--- config.mk ---
export PLATFORM = sky130hd
export DESIGN_NAME = scaled_time_of_day_clock
export DESIGN_NICKNAME = d
export VERILOG_FILES = /design/src/hdl/stdc_pkg.sv /design/src/hdl/stdc_step.sv /design/src/hdl/scaled_time_of_day_clock.sv
export SDC_FILE = /design/constraint.sdc
export NUM_CORES = 1
export LEC_CHECK = 0
export ABC_AREA = 1
export ABC_CLOCK_PERIOD_IN_PS = 3100
export BUFFER_PORTS_ARGS = -buffer_cell sky130_fd_sc_hd__buf_2
export CELL_PAD_IN_SITES_DETAIL_PLACEMENT = 0
export CELL_PAD_IN_SITES_GLOBAL_PLACEMENT = 1
export CORE_ASPECT_RATIO = 1.4
export CORE_MARGIN = 2
export CORE_UTILIZATION = 44
export DETAILED_ROUTE_END_ITERATION = 10
export MAX_ROUTING_LAYER = met4
export PLACE_DENSITY = 0.9
export SYNTH_ARGS = -nofsm -noshare
export SYNTH_HDL_FRONTEND = slang
export SYNTH_SLANG_ARGS = --single-unit
--- constraint.sdc ---
create_clock -name clk -period 3.1 [get_ports clk]
set_input_delay 0.155 -clock clk [delete_from_list [all_inputs] [get_ports clk]]
set_output_delay 0.155 -clock clk [all_outputs]
set_load 0.01 [all_outputs]
--- src/hdl/stdc_pkg.sv ---
package stdc_pkg;

	// Operation codes carried in the op field.
	localparam logic [1:0] OP_TICK  = 2'd0;
	localparam logic [1:0] OP_LOAD  = 2'd1;
	localparam logic [1:0] OP_START = 2'd2;
	localparam logic [1:0] OP_STOP  = 2'd3;

	// Configuration register indexes.
	localparam int unsigned CFG_IDX_W = 3;
	localparam logic [CFG_IDX_W-1:0] REG_SPEED   = 3'd0;
	localparam logic [CFG_IDX_W-1:0] REG_ON_HR   = 3'd1;
	localparam logic [CFG_IDX_W-1:0] REG_ON_MIN  = 3'd2;
	localparam logic [CFG_IDX_W-1:0] REG_OFF_HR  = 3'd3;
	localparam logic [CFG_IDX_W-1:0] REG_OFF_MIN = 3'd4;
	localparam int unsigned CFG_DATA_W = 6;

	// Time limits.
	localparam logic [5:0] SECS_PER_MIN = 6'd60;
	localparam logic [5:0] LAST_MINUTE  = 6'd59;
	localparam logic [4:0] LAST_HOUR    = 5'd23;

	// Clock state that persists between items.
	typedef struct packed {
		logic [4:0] hours;
		logic [5:0] minutes;
		logic [5:0] seconds;
		logic [2:0] phase;
		logic       running;
		logic       light;
	} clk_state_t;

	// Configuration register contents.
	typedef struct packed {
		logic [2:0] speed;
		logic [4:0] on_hour;
		logic [5:0] on_minute;
		logic [4:0] off_hour;
		logic [5:0] off_minute;
	} clk_cfg_t;

	// Minute step pattern over the advanced phase and the multiplier.
	function automatic logic minute_step(input logic [2:0] ph, input logic [2:0] mul);
		logic res;
		case (ph)
			3'd0, 3'd4:       res = 1'b1;
			3'd1, 3'd3, 3'd5: res = (mul > 3'd2);
			3'd2:             res = (mul == 3'd2) || (mul == 3'd4);
			3'd6:             res = (mul != 3'd1) && (mul != 3'd3);
			default:          res = (mul == 3'd3) || (mul == 3'd4);
		endcase
		return res;
	endfunction

endpackage

--- src/hdl/stdc_step.sv ---
module stdc_step (
	input  stdc_pkg::clk_state_t cur,
	input  stdc_pkg::clk_cfg_t   cfg,
	input  logic [1:0]           op,
	input  logic [4:0]           load_hours,
	input  logic [5:0]           load_minutes,
	output stdc_pkg::clk_state_t nxt,
	output logic                 action
);

	logic [6:0]  sec_sum;
	logic [5:0]  sec_wrap;
	logic [2:0]  phase_inc;
	logic        do_minute;
	logic [4:0]  hour_inc;
	logic [5:0]  min_inc;
	logic [10:0] now_key;
	logic [10:0] on_key;
	logic [10:0] off_key;
	logic        in_on;
	logic        in_off;

	// Seconds advance by the multiplier; the sum stays below twice sixty.
	assign sec_sum   = {1'b0, cur.seconds} + {4'd0, cfg.speed};
	assign sec_wrap  = (sec_sum >= {1'b0, stdc_pkg::SECS_PER_MIN}) ?
		6'(sec_sum - {1'b0, stdc_pkg::SECS_PER_MIN}) : sec_sum[5:0];
	assign phase_inc = cur.phase + 3'd1;
	assign do_minute = stdc_pkg::minute_step(phase_inc, cfg.speed);

	// Minute and hour roll-over after a minute step.
	always_comb begin
		if (cur.minutes >= stdc_pkg::LAST_MINUTE) begin
			min_inc  = 6'd0;
			hour_inc = (cur.hours >= stdc_pkg::LAST_HOUR) ? 5'd0 : cur.hours + 5'd1;
		end else begin
			min_inc  = cur.minutes + 6'd1;
			hour_inc = cur.hours;
		end
	end

	// Night window check on the stepped time.
	assign now_key = {hour_inc, min_inc};
	assign on_key  = {cfg.on_hour, cfg.on_minute};
	assign off_key = {cfg.off_hour, cfg.off_minute};
	assign in_on   = (now_key >= on_key) || (now_key <= off_key);
	assign in_off  = (now_key < on_key) && (now_key > off_key);

	// Next state per operation.
	always_comb begin
		nxt    = cur;
		action = 1'b0;
		case (op)
			stdc_pkg::OP_TICK: begin
				if (cur.running) begin
					nxt.seconds = sec_wrap;
					nxt.phase   = phase_inc;
					if (do_minute) begin
						nxt.minutes = min_inc;
						nxt.hours   = hour_inc;
						if (in_on && !cur.light) begin
							nxt.light = 1'b1;
							action    = 1'b1;
						end else if (in_off && cur.light) begin
							nxt.light = 1'b0;
							action    = 1'b1;
						end
					end
				end
			end
			stdc_pkg::OP_LOAD: begin
				nxt.hours   = load_hours;
				nxt.minutes = load_minutes;
			end
			stdc_pkg::OP_START: begin
				nxt.running = 1'b1;
			end
			default: begin
				nxt.running = 1'b0;
				nxt.seconds = 6'd0;
				nxt.light   = 1'b0;
				action      = 1'b1;
			end
		endcase
	end

endmodule

--- src/hdl/scaled_time_of_day_clock.sv ---
// An input transfer is captured in the input register; the time update then writes
// its result into the result register, which drives m_tvalid.
// Throughput: one item per cycle while m_tready holds; the clock state feeds back
// through a single update step, so each item sees the state left by the one before it.
// Reset: asynchronous, active low; clears the time, phase, run and light state
// and returns the configuration registers to their reset values.
module scaled_time_of_day_clock (
	input  logic                             clk,
	input  logic                             arst_n,
	input  logic                             s_tvalid,
	output logic                             s_tready,
	input  logic [15:0]                      s_tdata,  // op[1:0], load_hours[6:2], load_minutes[12:7]
	output logic                             m_tvalid,
	input  logic                             m_tready,
	output logic [23:0]                      m_tdata,  // cur_hours[4:0], cur_minutes[10:5],
	                                                   // cur_seconds[16:11], light_on[17], light_action[18]
	input  logic                             cfg_valid,
	output logic                             cfg_ready,
	input  logic [stdc_pkg::CFG_IDX_W-1:0]   cfg_index,
	input  logic [stdc_pkg::CFG_DATA_W-1:0]  cfg_data
);

	logic                  valid_s1;
	logic [1:0]            op_s1;
	logic [4:0]            hours_s1;
	logic [5:0]            minutes_s1;
	logic                  advance;
	stdc_pkg::clk_state_t  state_q;
	stdc_pkg::clk_state_t  state_nxt;
	stdc_pkg::clk_cfg_t    cfg_q;
	logic                  action;
	logic                  out_valid_q;
	logic [23:0]           out_data_q;

	assign cfg_ready = 1'b1;

	// Configuration register writes.
	always_ff @(posedge clk or negedge arst_n) begin
		if (!arst_n) begin
			cfg_q.speed      <= 3'd1;
			cfg_q.on_hour    <= 5'd0;
			cfg_q.on_minute  <= 6'd0;
			cfg_q.off_hour   <= 5'd0;
			cfg_q.off_minute <= 6'd0;
		end else if (cfg_valid) begin
			case (cfg_index)
				stdc_pkg::REG_SPEED:   cfg_q.speed      <= cfg_data[2:0];
				stdc_pkg::REG_ON_HR:   cfg_q.on_hour    <= cfg_data[4:0];
				stdc_pkg::REG_ON_MIN:  cfg_q.on_minute  <= cfg_data;
				stdc_pkg::REG_OFF_HR:  cfg_q.off_hour   <= cfg_data[4:0];
				stdc_pkg::REG_OFF_MIN: cfg_q.off_minute <= cfg_data;
				default: ;
			endcase
		end
	end

	// The update step moves when the result register is free or being drained.
	assign advance  = valid_s1 && (!out_valid_q || m_tready);
	assign s_tready = !valid_s1 || advance;

	// Input register.
	always_ff @(posedge clk or negedge arst_n) begin
		if (!arst_n) begin
			valid_s1 <= 1'b0;
		end else if (s_tready) begin
			valid_s1 <= s_tvalid;
		end
	end

	always_ff @(posedge clk) begin
		if (s_tready && s_tvalid) begin
			op_s1      <= s_tdata[1:0];
			hours_s1   <= s_tdata[6:2];
			minutes_s1 <= s_tdata[12:7];
		end
	end

	stdc_step u_step (
		.cur          (state_q),
		.cfg          (cfg_q),
		.op           (op_s1),
		.load_hours   (hours_s1),
		.load_minutes (minutes_s1),
		.nxt          (state_nxt),
		.action       (action)
	);

	// Clock state update.
	always_ff @(posedge clk or negedge arst_n) begin
		if (!arst_n) begin
			state_q <= '0;
		end else if (advance) begin
			state_q <= state_nxt;
		end
	end

	// Result register.
	always_ff @(posedge clk or negedge arst_n) begin
		if (!arst_n) begin
			out_valid_q <= 1'b0;
		end else if (advance) begin
			out_valid_q <= 1'b1;
		end else if (m_tready) begin
			out_valid_q <= 1'b0;
		end
	end

	always_ff @(posedge clk) begin
		if (advance) begin
			out_data_q <= {5'd0, action, state_nxt.light, state_nxt.seconds,
				state_nxt.minutes, state_nxt.hours};
		end
	end

	assign m_tvalid = out_valid_q;
	assign m_tdata  = out_data_q;

endmodule
======== Yosys cells after proc, flatten, opt, wreduce, memory -nomap -nowiden ========
Index checks and enable logic that the tools add are counted.
word-level totals
  bits in registers ....................... 81
  input bits .............................. 30
  output and inout port bits .............. 27
  word-level logic and storage cells ...... 99
cells by class
  add/sub/neg operators ................... 5
  order comparisons ....................... 8
  eq/ne operators ......................... 17
  mux-type cells .......................... 22
  bitwise operators ....................... 1
  reductions and logical operators ........ 29
operators by type and width
  kind                                                                   count
  11-bit case mux with 2 select lines                                    1
  20-bit 2-to-1 mux                                                      1
  3-bit by 2-bit == test with 1-bit output, second input constant        6
  3-bit == test, second input constant                                   5
  6-bit 2-to-1 mux                                                       2
  6-bit case mux with 2 select lines                                     1
  2-bit AND reduction                                                    6
  11-bit >= comparator                                                   1
  11-bit > comparator                                                    1
  11-bit <= comparator                                                   1
  11-bit less-than comparator                                            1
  11-bit 2-to-1 mux                                                      1
  1-bit 2-to-1 mux                                                       10
  5-bit 2-to-1 mux                                                       2
  6-bit by 3-bit adder with 7-bit output                                 1
  7-bit by 6-bit >= comparator with 1-bit output, second input constant  1
  6-bit by 1-bit adder with 6-bit output, second input constant          1
  3-bit by 1-bit == test with 1-bit output, second input constant        2
  6-bit >= comparator, second input constant                             1
  1-bit logical AND                                                      6
  3-bit logical NOT                                                      2
  1-bit case mux with 2 select lines                                     3
  2-bit OR reduction                                                     3
  6-bit subtractor, second input constant                                1
  other kinds (16)                                                       22

======== Depth between registers and ports, before layout ========
  depth in word-level cells ............... 11
  gate-level depth with buffers ........... 20
  mapped depth without buffers ............ 20

======== Cells and area by module ========
A second synthesis with hierarchy kept.
unflattened totals
  cells, all modules ...................... 616
  area total of the unflattened synthesis .. 4897.2 µm²
by module, submodules not included
  module                    instances  cells an instance  area an instance (µm²)  sequential area each (µm²)
  scaled_time_of_day_clock  1          266                3010.4                  2188.3
  stdc_step                 1          350                1886.8                  0.0

======== Worst setup path before layout ========
No wires, ideal clock.
  kind .................................... register to register
  start point ............................. reg state_q[11] (netlist bit)
  end point ............................... reg out_data_q[18], in the netlist m_tdata[18], data pin
  library setup time ...................... 0.268 ns
  arrival time ............................ 2.242 ns
  required time ........................... 2.832 ns
  path slack .............................. 0.590 ns
  cell stages (with the launch flop) ...... 15
  buffers on the path ..................... 1
  clock period less this slack ............ 2.510 ns
  cells stage by stage .................... dfrtp_1 > ha_1 > nor2_1 > nor2_2 > buf_2 > nor3b_1 > ha_1 > a21oi_1 > o21ai_0 > a21oi_1 > o21ai_0 > nand2_1 > o21ai_0 > nand4_1 > o21ai_0
between the ends
  longest elaborated chain between the ends .. 10
  elaborated cells on any way between the ends .. 17
  classes of those cells .................. add/sub (1); order compare (5); mux (7); reduce/logical (4)
RTL lines
  item                                                                           RTL line                          text
  from (decl)                                                                    scaled_time_of_day_clock.sv:28    stdc_pkg::clk_state_t state_q;
  from (signal assigned)                                                         scaled_time_of_day_clock.sv:93    state_q <= state_nxt;
  6-bit by 1-bit adder with 6-bit output or 6-bit >= comparator (tied branches)  stdc_step.sv:36, stdc_step.sv:32
  6-bit 2-to-1 mux or 5-bit 2-to-1 mux (tied branches)                           stdc_step.sv:32                   if (cur.minutes >= stdc_pkg::LAST_MINUTE) begin
  11-bit less-than comparator or 11-bit > comparator (tied branches)             stdc_step.sv:46                   assign in_off = (now_key < on_key) && (now_key > off_key);
  1-bit logical AND                                                              stdc_step.sv:46
  1-bit logical AND                                                              stdc_step.sv:63                   end else if (in_off && cur.light) begin
  1-bit 2-to-1 mux                                                               stdc_step.sv:63
  1-bit 2-to-1 mux (*)                                                           stdc_step.sv:60                   if (in_on && !cur.light) begin
  1-bit 2-to-1 mux (*)                                                           stdc_step.sv:57                   if (do_minute) begin
  1-bit 2-to-1 mux (*)                                                           stdc_step.sv:54                   if (cur.running) begin
  1-bit case mux with 2 select lines (*)                                         stdc_step.sv:52                   case (op)
  net action                                                                     scaled_time_of_day_clock.sv:31    logic action;
  to (signal assigned)                                                           scaled_time_of_day_clock.sv:110   out_data_q <= {5'd0, action, state_nxt.light, state_nxt.seconds,
  to (decl)                                                                      scaled_time_of_day_clock.sv:33    logic [23:0] out_data_q;
Mark *: on every way through the listed nets, which the timed path passes. The rest lies on a longest branch.
A chain may end at the register's enable or synchronous reset.

======== Final worst setup path ========
Same ends and word-level chain as after synthesis.

==> flow_metrics.tcl <==
set metrics [dict create \
    vdd_drop_max_uv 303 \
    finalClockSkew_ps 6.51 \
    detail_route.first_pass.iterations 5 \
    crit_chain "ha_1, nor2_4, nor2_4, buf_4, nand3_1, nand2_1, a31oi_4, ha_1, a21oi_1, nor2_1, a211oi_1, o21ai_1, nand2_1, o21ai_0, nand4_1, o21ai_0" \
    initial_core_util_pct 45.0 \
    critical_path.reg2reg.startpoint "state_q[11]" \
    yosys_warnings 0 \
    cp-start-kind "flip-flop" \
    number_of_nets_in_the_layout 679 \
    grt_start_max_net_pins 27 \
    gpl.final_weighted_congestion 0.916 \
    drcViolationCount 0 \
    max_slew.worst_pin.slew_ps 923 \
    status "complete, no violations" \
    clock_insertion_delay_worst_skew_ps 350 \
    cts-htree-levels 3 \
    achievable-frequency_mhz 355 \
    min_path_cells 3 \
    most-common-layout-cells "140 x sky130_fd_sc_hd__nand2_1, 65 x sky130_fd_sc_hd__inv_1, 48 x sky130_fd_sc_hd__dfrtp_1, 47 x sky130_fd_sc_hd__buf_2, 43 x sky130_fd_sc_hd__o21ai_0" \
    number_of_design_rule_violations_left_by_the_first_detailed_router_iteration 247 \
    postSynthRegisterBits 81 \
    cpLargestDelayFamily "compound AO/OA/AOI/OAI gates" \
    tritoncts "built" \
    placementRows 44 \
    grt_overflow_total 0 \
    netlist_top_cells_area "sky130_fd_sc_hd__dfrtp_1 26%, sky130_fd_sc_hd__edfxtp_1 21%, sky130_fd_sc_hd__nand2_1 11%" \
    worst_path_max_delay_cell "sky130_fd_sc_hd__dfrtp_1" \
    rsz0062_at_grt "no" \
    synth_area_sq_um 4650 \
    grt_pass1_vias 3939 \
    max-slew-margin-rel_pct 38.2 \
    proportion_of_layout_cells_with_a_drive_suffix_above_1_pct 13.5 \
    final-setup-viol-count 0 \
    timing.setup.tns_ps 0 \
    worstSetupEndpointType "flip-flop" \
    ctsLongestPathBuffers 2 \
    startpoint "state_q[11]" \
    die_w_microns 90.9 \
    placeable_core_region_sq_um 10300 \
    timing.hold.worst.class "input pin to flip-flop" \
    drt.antenna.violating_nets 0 \
    critical_path.n_buffers_inverters 1 \
    grt_use_total_pct 20.4 \
    synth_cell_types 37 \
    mostFrequentLayoutCell "sky130_fd_sc_hd__nand2_1" \
    cp_num_cells 16 \
    report.final.slew_viol_count 0 \
    layout_min_cycle_time_ps 2820 \
    power-per-cell-area_nw_per_um2 828 \
    cts_root_buffer "sky130_fd_sc_hd__clkbuf_16" \
    worst-setup-path-type "flip-flop to flip-flop" \
    fin_hold_ws_ps 43.8 \
    timing.critical_path.arrival_ps 2900 \
    vias 3891 \
    critPathRequiredTime_ps 3180 \
    port_buffers 47 \
    die_area_sq_um 11400 \
    cts.reportedPaths.clkPinSlew_ps 70 \
    post-dp-hpwl_mm 7.90 \
    cp_slowest_stage_delay_ps 430 \
    worst-path-max-fanout 7 \
    cap_viol_max_count 0 \
    hold_path_startpoint "s_tvalid" \
    syn_area_per_cell_sq_um 8.48 \
    worst-r2r-cell-count 16 \
    relative_area_change_from_synthesis_to_final_layout_pct 17.5 \
    grt_pass1_wl_mm 18.1 \
    synth_area_leader_cell "sky130_fd_sc_hd__dfrtp_1" \
    synth-seq-area-share_pct 47.0 \
    wl_per_cell_microns 14.2 \
    synth.top_cell.area_share_pct 25.8 \
    design.portCount 57 \
    p_leak_nw 2.66 \
    cts_num_sinks 81 \
    drt-vias-per-instance 5.15 \
    netlist_instances 549 \
    wirelength_mm 10.7 \
    layout_worst_path_cycle_share_pct 90.9 \
    grt_antenna_before_repair 0 \
    fp.dieH_microns 126 \
    n_antenna_cell 0 \
    finalHoldViolations 0 \
    cts_inserted_buffers 9 \
]
[Yosys cell counts]
library cell and number:
sky130_fd_sc_hd__nor2_2 1, sky130_fd_sc_hd__xnor2_1 1, sky130_fd_sc_hd__nand3_4 1, sky130_fd_sc_hd__o211ai_1 3, sky130_fd_sc_hd__fa_1 1, sky130_fd_sc_hd__buf_4 9, sky130_fd_sc_hd__a211oi_1 1, sky130_fd_sc_hd__a21oi_1 28
sky130_fd_sc_hd__buf_6 2, sky130_fd_sc_hd__buf_2 3, sky130_fd_sc_hd__nor2_1 38, sky130_fd_sc_hd__o21ai_0 44, sky130_fd_sc_hd__o21bai_1 1, sky130_fd_sc_hd__a22oi_1 11, sky130_fd_sc_hd__nand3_1 28, sky130_fd_sc_hd__inv_2 2
sky130_fd_sc_hd__xor2_1 3, sky130_fd_sc_hd__nand3b_1 3, sky130_fd_sc_hd__o21a_1 2, sky130_fd_sc_hd__inv_1 65, sky130_fd_sc_hd__nand2_2 1, sky130_fd_sc_hd__clkbuf_1 6, sky130_fd_sc_hd__nand2_1 140, sky130_fd_sc_hd__dfstp_2 1
sky130_fd_sc_hd__nor4_1 1, sky130_fd_sc_hd__buf_1 1, sky130_fd_sc_hd__nand4_1 7, sky130_fd_sc_hd__dfrtp_1 48, sky130_fd_sc_hd__nor3_1 1, sky130_fd_sc_hd__o211ai_2 2, sky130_fd_sc_hd__edfxtp_1 32, sky130_fd_sc_hd__a31oi_1 5
sky130_fd_sc_hd__o21ai_1 17, sky130_fd_sc_hd__ha_1 36, sky130_fd_sc_hd__nand3_2 1, sky130_fd_sc_hd__nor3b_1 1, sky130_fd_sc_hd__conb_1 2
[tightest hold or removal path: cells and delay by family]
family                 cells  cell delay, ps
buffers and inverters      1              80
and+or+nand+nor            2             120
[area by class of cell]
cell class	count	area [sq um]
clock buffer	10	239
tap	138	173
multi-input combinational	384	2130
sequential	81	2190
clock inverter	6	51.3
fill	997	4880
timing repair buffer	69	435
inverter	67	251
[power by group]
part / switching [mW] / total [mW] / internal [mW] / leakage [nW]
Combinational: 1.18 / 1.88 / 0.704 / 1.59
Sequential: 0.221 / 1.62 / 1.40 / 0.925
Clock: 0.453 / 1.03 / 0.574 / 0.140
Total: 1.85 / 4.53 / 2.68 / 2.66
[registers in the layout (all words and copies together) (netlist names)]
name / flops
cfg_q: 25
hours_s1: 5
m_tdata: 19
m_tvalid: 1
minutes_s1: 6
op_s1: 2
state_q: 22
valid_s1: 1
[logic make-up (layout without fill, tap and decap cells)]
group / count (synthesis) / count (layout) / share of synthesized area (%)
AOI/OAI and AO/OA: 114 / 114 / 13.7
xor gates and xnor gates: 4 / 4 / 0.753
adders and majority gates: 37 / 37 / 10.1
buffers and inverters: 88 / 152 / 8.23
DFF: 81 / 81 / 47.0
other: 2 / 6 / 0.161
and+or+nand+nor: 223 / 223 / 20.1
[final timing paths]
kind                                to  slack, ps
setup / recovery           m_tdata[18]        280
min in group asynchronous     cfg_q[7]        350
hold / removal                valid_s1         40
max in group asynchronous    cfg_q[22]       1950
hold reg to reg              cfg_q[21]        480
setup reg to reg           m_tdata[18]        280
[stage by stage]
stage | worst slack (ps) | instance area [sq um] | total power [mW] | instances | utilization [%]
finish | 282 | 5470 | 4.53 | 755 | 52.8
global route | 19.3 | 5470 | 4.93 | 755 | 52.8
CTS | 135 | 5410 | 4.50 | 752 | 52.3
detailed placement | 153 | 4980 | 3.44 | 722 | 48.2
global placement | 268 | 4980 | 3.36 | 722 | 48.2
floorplan | 590 | 4670 | 2.98 | 553 | -
[routing by layer]
metal / vias up / track usage (%) / part of all wire [%]
met2: 81 / 35.8 / 53
li1: 1950 / - / -
met3: 23 / 3.77 / 3.3
met4: 0 / 9.89 / 3.4
met1: 1837 / 22.2 / 40
met5: - / - / 0
[what timing repair did]
item / in CTS / in global routing
hold buffers: 14 / 0
gates resized for setup: 0 / 7
endpoints found under the hold margin: 38 / 0
buffers inserted: 0 / 3
setup endpoints to repair: 0 / 3
(Power assumes the default switching activity.)
